--- src/hw/rtl/imhpq_pkg.sv ---
`timescale 1ns / 1ps

package imhpq_pkg;

   localparam int IMHPQ_HEAP_CAPACITY = 1024;
   localparam int IMHPQ_ID_SPACE      = 1024;
   localparam int IMHPQ_KEY_WIDTH     = 32;

   localparam int ID_W     = 10;
   localparam int PORT_KEY_W = 32;
   localparam int STATUS_W = 3;
   localparam int OCC_W    = 11;

   localparam logic [1:0] ACT_INSERT = 2'd0;
   localparam logic [1:0] ACT_REMOVE = 2'd1;
   localparam logic [1:0] ACT_UPDATE = 2'd2;
   localparam logic [1:0] ACT_GET    = 2'd3;

   localparam logic [STATUS_W-1:0] STATUS_OK       = 3'd0;
   localparam logic [STATUS_W-1:0] STATUS_EMPTY    = 3'd1;
   localparam logic [STATUS_W-1:0] STATUS_DUP      = 3'd2;
   localparam logic [STATUS_W-1:0] STATUS_NOTFOUND = 3'd3;
   localparam logic [STATUS_W-1:0] STATUS_FULL     = 3'd4;

   typedef enum logic [3:0] {
      ST_CLEAR,
      ST_IDLE,
      ST_DISPATCH,
      ST_PM_WAIT,
      ST_HP_WAIT,
      ST_RM_ROOT,
      ST_RM_LAST,
      ST_UP_CHK,
      ST_UP_CMP,
      ST_DN_CHK,
      ST_DN_LEFT,
      ST_DN_RIGHT,
      ST_DN_CMP,
      ST_PLACE,
      ST_DONE
   } state_type;

   typedef struct packed {
      logic lt;
      logic eq;
   } cmp_flags_type;

endpackage

--- src/hw/rtl/imhpq_cmp.sv ---
`timescale 1ns / 1ps

module imhpq_cmp #(
   parameter int KEY_WIDTH = imhpq_pkg::IMHPQ_KEY_WIDTH
) (
   input  logic signed [KEY_WIDTH-1:0] a,
   input  logic signed [KEY_WIDTH-1:0] b,
   output imhpq_pkg::cmp_flags_type    flags
);
   import imhpq_pkg::*;

   always_comb begin
      flags.lt = (a < b);
      flags.eq = (a == b);
   end

endmodule

--- config.mk ---
export PLATFORM = sky130hd
export DESIGN_NAME = imhpq_cmp
export DESIGN_NICKNAME = d
export VERILOG_FILES = /design/src/hw/rtl/imhpq_pkg.sv /design/src/hw/rtl/imhpq_cmp.sv
export SDC_FILE = /design/constraint.sdc
export NUM_CORES = 1
export LEC_CHECK = 0
export ABC_AREA = 1
export ABC_CLOCK_PERIOD_IN_PS = 1700
export BUFFER_PORTS_ARGS = -buffer_cell sky130_fd_sc_hd__buf_2
export CORE_MARGIN = 2
export CORE_UTILIZATION = 42
export DETAILED_ROUTE_END_ITERATION = 8
export PLACE_DENSITY_LB_ADDON = 0.2
export SLEW_MARGIN = 10
export SYNTH_ARGS = -nofsm -noshare
export SYNTH_HDL_FRONTEND = slang
export SYNTH_SLANG_ARGS = --single-unit
--- constraint.sdc ---
create_clock -name vclk -period 1.7
set_input_delay 0.085 -clock vclk [all_inputs]
set_output_delay 0.085 -clock vclk [all_outputs]
set_load 0.05 [all_outputs]
# After elaboration in Yosys (flattened, before gate mapping)
# Index checks and enable logic that the tools add are counted.
# op_classes
addsub,0
n_mul,0
div,0
n_lt_le_gt_ge,1
eq_ne,1
shift,0
n_mux,0
bitwise_logic,0
reduce_logical,0
# op_table
op,n
$eq A32 B32 Y1,1
$lt A32 B32 Y1,1
# totals
register_bits,0
latchBits,0
ramBits,0
romBits,0
input_bits,64
output_inout_bits,2
word_cells,2
n_memories,0

# Longest topological paths before layout
# Gate-level depths: netlist of run 1.
# depth
ltp_word,1
mapped_depth,15
mapped_depth_nobuf,15

# Least setup slack after synthesis of run 1
# No wires, ideal clock.
# synth_timing
path_type,input to output
from,input b[15]
to,output flags[0] (netlist name)
arrival_time_ps,1793
required_ps,1615
setup_slack_ps,-178
path_stages,6
path_buffers,0
path_cell_list,inv_1 -> ha_1 -> nand2_1 -> nor3_2 -> nand4_1 -> nor3_1
# synth_lines
item,line_no,source
"start, declared",imhpq_cmp.sv:7,"input logic signed [KEY_WIDTH-1:0] b,"
"end, declared",imhpq_cmp.sv:8,output imhpq_pkg::cmp_flags_type flags

==> results of run 1 <==
[metrics by stage]
stage          power (mW)  cell area, um^2
2_1_floorplan       0.170              891
6_report            0.273             1250
5_1_grt             0.317             1250
4_1_cts             0.279             1250
3_3_place_gp        0.264             1250
3_5_place_dp        0.277             1250
[area by class of cell]
type	count	area, um^2
Fill cell	191	727
Inverter	40	150
Multi-Input combinational cell	104	741
Tap cell	27	33.8
Timing Repair Buffer	66	330
[final timing paths]
kind | from | to | slack, ns
setup / recovery | b[23] | flags[1] | 0.20
hold / removal | b[0] | flags[0] | 0.80
[logic make-up after synthesis]
group                    after synthesis  share of synthesized area
AO/OA/AOI/OAI                         17                      0.107
AND/OR/NAND/NOR                       55                      0.271
buffers and inverters                 40                      0.169
adder cells (fa/ha/maj)               32                      0.452
[power groups by stage]
stage                     Sequential, mW  Clock, mW  Combinational (mW)
final                                  0          0               0.273
after global routing                   0          0               0.317
after CTS                              0          0               0.279
after detailed placement               0          0               0.277
after global placement                 0          0               0.264
after floorplan                        0          0               0.170
[synthesized netlist by cell type]
master | count | area (um^2)
sky130_fd_sc_hd__a21oi_2 | 1 | 8.76
sky130_fd_sc_hd__ha_1 | 32 | 400
sky130_fd_sc_hd__nand3_1 | 3 | 15.0
sky130_fd_sc_hd__nand2_2 | 2 | 12.5
sky130_fd_sc_hd__nand2_1 | 34 | 128
sky130_fd_sc_hd__nor3_2 | 1 | 10.0
sky130_fd_sc_hd__nand4_1 | 2 | 12.5
sky130_fd_sc_hd__o21a_2 | 1 | 8.76
sky130_fd_sc_hd__nor3_1 | 2 | 10.0
sky130_fd_sc_hd__inv_1 | 40 | 150
sky130_fd_sc_hd__nor2_2 | 1 | 6.26
sky130_fd_sc_hd__nor2_1 | 9 | 33.8
sky130_fd_sc_hd__a21oi_1 | 12 | 60.1
sky130_fd_sc_hd__a21o_1 | 1 | 7.51
sky130_fd_sc_hd__o21ai_0 | 2 | 10.0
sky130_fd_sc_hd__nand4_2 | 1 | 12.5
[tightest hold or removal path: cells and delay by family]
family        cells  cell delay, ns
buf+inv           2            0.28
fa+ha+maj         1            0.21
simple gates      2            0.14
[layer usage]
layer	up-vias	share of wire	track usage	routed length, um
met4	0	0	0	0
met5	-	0	0	0
met2	32	0.57	0.347	1070
li1	591	-	-	-
met1	452	0.38	0.154	712
met3	0	0.054	0	102
==> impl_metrics.json, run 1 <==
{
  "run_status": "finished clean",
  "synthCells": 144,
  "timing.final.crit_period_ns": 1.50,
  "antenna_violations_before_repair": 0,
  "grt_max_degree": 5,
  "dp_hpwl_um": 1850,
  "grt_pass1_wl_um": 3210,
  "placed_cells": 237,
  "areaGrowthSynthToFinish_pct": 41.7,
  "internal_power_uw": 134,
  "layout.cells.most_common_list": "66 x sky130_fd_sc_hd__buf_2, 40 x sky130_fd_sc_hd__inv_1, 34 x sky130_fd_sc_hd__nand2_1, 32 x sky130_fd_sc_hd__ha_1, 12 x sky130_fd_sc_hd__a21oi_1",
  "post_synth_num_cell_types": 16,
  "die_height_um": 49.9,
  "share_comb_of_total_power": 1.000,
  "cts_repair_resize_count": 0,
  "post-place-ws_ns": 0.194,
  "nets": 308,
  "floorplan.die_area_um2": 2490,
  "rsz0062_at_grt": "false",
  "drc": 0,
  "final_hold_viol_count": 0,
  "holdWs_ns": 0.796,
  "clkPwrFrac": 0,
  "ff_latch_area_um2": 0,
  "antenna_cells_inserted": 0,
  "clock_buffer_count": 0,
  "yosysWarnings": 0,
  "swShare": 0.510,
  "layout.cells.most_common": "sky130_fd_sc_hd__buf_2",
  "routed-via-count": 1075,
  "criticalPathCategory": "input port to output pin",
  "finalSetupTns_ns": 0,
  "core_area_um2": 1980,
  "postLayoutSetupSlackWorst_ns": 0.202,
  "layout_worst_path_cycle_share": 0.881,
  "timing.critical_path.fanout_max": 2,
  "floorplan.initialDensity": 0.447,
  "crit_cells": 12,
  "slew_violations": 0,
  "grt_usage": 0.152,
  "seq_cells": 0,
  "timing.max_slew.rel_slack": 0.830,
  "min_path_type": "input port to output pin",
  "power.ir.vdd_worst_v": 0.000142,
  "port_buffers": 66,
  "worst-endpoint-required_ns": 1.62,
  "p_leak_nw": 0.873,
  "worst-endpoint-arrival_ns": 1.41,
  "fmax_mhz": 668,
  "hold_buffers": 0,
  "final-setup-viol-count": 0,
  "cap_viol_max_count": 0,
  "holdPathStages": 5,
  "replace_congestion": 0.684,
  "dr.first_iter.drc_count": 2,
  "worst-path-buf-inv": 3,
  "setup.worst_path.end_class": "output pin",
  "drt-wirelength-per-cell_um": 7.97,
  "drt_first_pass_iters": 4,
  "synth_nets": 240,
  "synth.yosys.seq_area_share": 0,
  "critical_path.top_delay_family": "simple AND/OR/NAND/NOR gates",
  "postCtsSetupBuffers": 0,
  "die_x_um": 49.9,
  "netlist_area_um2": 886,
  "cp_slowest_stage_delay_ns": 0.28,
  "final_cells": 237,
  "pwr_density_cell_nw_per_um2": 217,
  "grt_pass1_vias": 938,
  "finish.utilization": 0.633,
  "path_cells": "buf_2 -> inv_1 -> ha_1 -> nand2_1 -> nor2_1 -> nand4_2 -> nor2_1 -> nand2_1 -> nand2_1 -> nand2_1 -> nand2_1 -> buf_2",
  "drt_wl_total_um": 1890,
  "final_layout_size_suffix_gt1_frac": 0.352,
  "drtAntennaViolNets": 0,
  "sequentialPowerShare": 0,
  "avgSynthCellArea_um2": 6.15,
  "critPathSlowestCell": "sky130_fd_sc_hd__ha_1",
  "routed_via_density": 4.54,
  "io-pin-count": 66,
  "critPathMostFrequentCell": "sky130_fd_sc_hd__nand2_1",
  "worstSetupStartpointType": "input port",
  "floorplan.rows": 16,
  "grt_overflow_total": 0,
  "switchingPower_uw": 139,
  "tightestPinTransition_ns": 0.256
}
Note: power is estimated with default switching activity, not from simulation.
==> run 2, diff against run 1 <==
- CORE_UTILIZATION: 42 -> 46
==> run 2 against run 1 <==
Non-clock buffer count is the same. Via count shrank 0.65%. Global-route usage grew 3.3 points. Critical path depth grew 1. First-iteration DRC count shrank 50%.
==> impl_metrics.json, run 2 (synthesis results as in run 1) <==
{
  "worst-path-buf-inv": 2,
  "die_x_um": 47.9,
  "drc": 0,
  "floorplan.initialDensity": 0.502,
  "drt_first_pass_iters": 3,
  "io-pin-count": 66,
  "placed_cells": 235,
  "routed_via_density": 4.54,
  "final-setup-viol-count": 0,
  "rsz0062_at_grt": "false",
  "floorplan.rows": 15,
  "dr.first_iter.drc_count": 1,
  "cp_slowest_stage_delay_ns": 0.30,
  "critPathSlowestCell": "sky130_fd_sc_hd__ha_1",
  "final_hold_viol_count": 0,
  "hold_buffers": 0,
  "postLayoutSetupSlackWorst_ns": 0.209,
  "design_power_uw": 280,
  "cap_viol_max_count": 0,
  "nets": 308,
  "antenna_violations_before_repair": 0,
  "fmax_mhz": 671,
  "worst-endpoint-required_ns": 1.62,
  "drtAntennaViolNets": 0,
  "grt_pass1_vias": 963,
  "p_leak_nw": 0.873,
  "post-place-ws_ns": 0.169,
  "final_layout_size_suffix_gt1_frac": 0.357,
  "power.ir.vdd_worst_v": 0.000165,
  "grt_pass1_wl_um": 3220,
  "timing.critical_path.fanout_max": 2,
  "replace_congestion": 0.616,
  "min_path_type": "input port to output pin",
  "areaGrowthSynthToFinish_pct": 41.9,
  "seq_cells": 0,
  "slew_violations": 0,
  "final_cells": 235,
  "antenna_cells_inserted": 0,
  "timing.max_slew.rel_slack": 0.830,
  "setup.worst_path.end_class": "output pin",
  "floorplan.die_area_um2": 2290,
  "run_status": "finished clean",
  "dp_hpwl_um": 2010,
  "grt_usage": 0.185,
  "timing.final.crit_period_ns": 1.49,
  "port_buffers": 66,
  "finalSetupTns_ns": 0,
  "critical_path.top_delay_family": "simple AND/OR/NAND/NOR gates",
  "path_cells": "buf_2 -> ha_1 -> a21oi_1 -> nor2_1 -> nor2_1 -> nand2_1 -> nand2_1 -> nand2_1 -> nand2_1 -> nand2_1 -> nand2_1 -> nand2_1 -> clkbuf_4",
  "clock_buffer_count": 0,
  "die_height_um": 47.9,
  "postCtsSetupBuffers": 0,
  "layout.cells.most_common": "sky130_fd_sc_hd__buf_2",
  "layout.cells.most_common_list": "65 x sky130_fd_sc_hd__buf_2, 40 x sky130_fd_sc_hd__inv_1, 34 x sky130_fd_sc_hd__nand2_1, 32 x sky130_fd_sc_hd__ha_1, 12 x sky130_fd_sc_hd__a21oi_1",
  "combined_area_of_the_multi_input_logic_cells_um2": 743,
  "worst-endpoint-arrival_ns": 1.41,
  "ff_latch_area_um2": 0,
  "layout.filler_cells": 168,
  "core_area_um2": 1760,
  "pwr_density_cell_nw_per_um2": 222,
  "drt-wirelength-per-cell_um": 8.69,
  "post_dp_cell_area_um2": 1250,
  "critPathMostFrequentCell": "sky130_fd_sc_hd__nand2_1",
  "drt_wl_total_um": 2040,
  "grt_overflow_total": 0,
  "layout_worst_path_cycle_share": 0.877,
  "tightestPinTransition_ns": 0.257,
  "criticalPathCategory": "input port to output pin",
  "worstSetupStartpointType": "input port",
  "routed-via-count": 1068,
  "grt_max_degree": 5,
  "layout.cell_area.non_filler_um2": 1260
}
==> run 2: worst paths after layout <==
kind	cells past startpoint	to	slack, ns	from
worst max-delay path	13	flags[1]	0.21	a[5]
worst min-delay path	5	flags[0]	0.82	b[0]
==> run 2: tightest hold or removal path, delay by kind of cell <==
kind / cells / cell delay, ns
AND/OR/NAND/NOR: 2 / 0.15
buffers and inverters: 2 / 0.28
adder cells (fa/ha/maj): 1 / 0.21
==> run 2: per-stage QoR <==
stage	hold slack, ns	utilization
final	0.816	0.713
after global routing	0.856	0.713
after CTS	0.822	0.710
after detailed placement	0.820	0.710
after global placement	0.786	0.710
after floorplan	0.581	-
==> run 2: area by class of cell <==
type	instances	share of cell area
Multi-Input combinational cell	104	0.591
Timing Repair Buffer	66	0.265
Inverter	40	0.119
Tap cell	25	0.0249
==> run 2: where the power goes <==
| group | leakage (nW) | switching [mW] | internal, mW |
|---|---|---|---|
| registers | 0 | 0 | 0 |
| logic | 0.873 | 0.143 | 0.137 |
| clock network | 0 | 0 | 0 |
==> run 2: layer usage <==
layer	share of wire	GRT usage	vias up
li1	-	-	585
met1	0.37	0.178	448
met2	0.56	0.429	35
met3	0.064	0.00755	0
met4	0	0	0
met5	0	0	-
==> run 2: what timing repair did <==
item,in CTS,in global routing
hold endpoints to repair,0,0
resized for setup,0,2
endpoints found under the setup margin,0,1
==> run 3, diff against run 2 <==
- CORE_MARGIN: 2 -> 4
==> run 3 against run 2 <==
Sequential cell count stayed put. Largest cell class unchanged. Hold slack lost 0.016 ns. Final cell count unchanged. Power shrank 2.0%. Largest power group unchanged.
==> impl_metrics.json, run 3 (synthesis results as in run 1) <==
{
  "run_status": "finished clean",
  "postCtsSetupBuffers": 0,
  "pwr_density_cell_nw_per_um2": 219,
  "timing.critical_path.fanout_max": 2,
  "gr-usage-met3": 0.00573,
  "clock_buffer_count": 0,
  "final_hold_viol_count": 0,
  "worst-path-buf-inv": 3,
  "slew_violations": 0,
  "dp_hpwl_um": 1970,
  "drc": 0,
  "finalSetupTns_ns": 0,
  "worst-endpoint-arrival_ns": 1.42,
  "critical_path.top_delay_family": "simple AND/OR/NAND/NOR gates",
  "nets": 308,
  "layout.cell_area.non_filler_um2": 1250,
  "grt_pass1_vias": 986,
  "die_x_um": 51.9,
  "timing.max_slew.rel_slack": 0.827,
  "path_cells": "buf_2 -> inv_1 -> ha_1 -> nand2_1 -> nor2_1 -> nand4_2 -> nor2_1 -> nand2_1 -> nand2_1 -> nand2_1 -> nand2_1 -> buf_2",
  "io-pin-count": 66,
  "cap_viol_max_count": 0,
  "critPathSlowestCell": "sky130_fd_sc_hd__ha_1",
  "layout_worst_path_cycle_share": 0.884,
  "routed-via-count": 1055,
  "critPathMostFrequentCell": "sky130_fd_sc_hd__nand2_1",
  "seq_cells": 0,
  "drt_wl_total_um": 2020,
  "tightestPinTransition_ns": 0.261,
  "hold_buffers": 0,
  "core_area_um2": 1780,
  "min-delay-start": "a[31]",
  "layout.cells.most_common": "sky130_fd_sc_hd__buf_2",
  "global_route.peak_usage_layer": "met2",
  "criticalPathCategory": "input port to output pin",
  "floorplan.initialDensity": 0.497,
  "drt-wirelength-per-cell_um": 8.57,
  "areaGrowthSynthToFinish_pct": 41.4,
  "rsz0062_at_grt": "false",
  "drtAntennaViolNets": 0,
  "min_path_type": "input port to output pin",
  "routed_via_density": 4.49,
  "placed_cells": 235,
  "fmax_mhz": 665,
  "grt_usage": 0.152,
  "crit_cells": 12,
  "last_element_of_the_critical_path": "flags[1]",
  "layout.cells.most_common_list": "66 x sky130_fd_sc_hd__buf_2, 40 x sky130_fd_sc_hd__inv_1, 34 x sky130_fd_sc_hd__nand2_1, 32 x sky130_fd_sc_hd__ha_1, 12 x sky130_fd_sc_hd__a21oi_1",
  "antenna_cells_inserted": 0,
  "worst-endpoint-required_ns": 1.62,
  "antenna_violations_before_repair": 0,
  "port_buffers": 66,
  "design_power_uw": 274,
  "grt_overflow_total": 0,
  "setup.worst_path.end_class": "output pin",
  "final-setup-viol-count": 0,
  "grt_pass1_wl_um": 3440,
  "cts_repair_resize_count": 0,
  "die_height_um": 51.9,
  "post-place-ws_ns": 0.191,
  "post_dp_cell_area_um2": 1250,
  "grt.met1_usage": 0.160,
  "replace_congestion": 0.696,
  "worstSetupStartpointType": "input port",
  "cp_slowest_stage_delay_ns": 0.28,
  "timing.final.crit_period_ns": 1.50,
  "grt_max_degree": 5,
  "gr-usage-met2": 0.337,
  "postLayoutSetupSlackWorst_ns": 0.197,
  "drt_first_pass_iters": 2,
  "final_layout_size_suffix_gt1_frac": 0.352,
  "ff_latch_area_um2": 0,
  "power.ir.vdd_worst_v": 0.000125,
  "combined_area_of_the_multi_input_logic_cells_um2": 741,
  "floorplan.die_area_um2": 2690,
  "layout.filler_cells": 172,
  "worst_setup_path_startpoint": "b[23]",
  "p_leak_nw": 0.873,
  "floorplan.rows": 15,
  "final_cells": 235,
  "dr.first_iter.drc_count": 2
}
## run 3: cell count changes in the layout (fill, tap and decap cells not counted), sizes merged
cell / change
buf: +1
clkbuf: -1
## run 3: metrics by stage
step,utilization,hold slack (ns)
after global placement,0.702,0.784
after detailed placement,0.702,0.799
after global routing,0.702,0.839
after floorplan,-,0.581
after CTS,0.702,0.801
final,0.702,0.800
## run 3: worst min path at each step
stage                     endpoint  depth (start not counted)
after CTS                 flags[1]                          6
after floorplan           flags[0]                          3
final                     flags[1]                          6
after global placement    flags[1]                          6
after global routing      flags[0]                          5
after detailed placement  flags[1]                          6
## run 3: per-layer routing
layer / vias up / share of wire / wire length (um)
met2: 33 / 0.55 / 1100
met4: 0 / 0 / 0
met5: - / 0 / 0
li1: 587 / - / -
met1: 435 / 0.38 / 767
met3: 0 / 0.071 / 144
## run 3: final cells by class
type,count,share of cell area
Tap cell,25,0.0250
Inverter,40,0.120
Multi-Input combinational cell,104,0.591
Timing Repair Buffer,66,0.264
## run 3: report_power, final
group          leakage (nW)  switching [mW]  internal (mW)  total (mW)
logic                 0.873           0.140          0.134       0.274
clock network             0               0              0           0
registers                 0               0              0           0
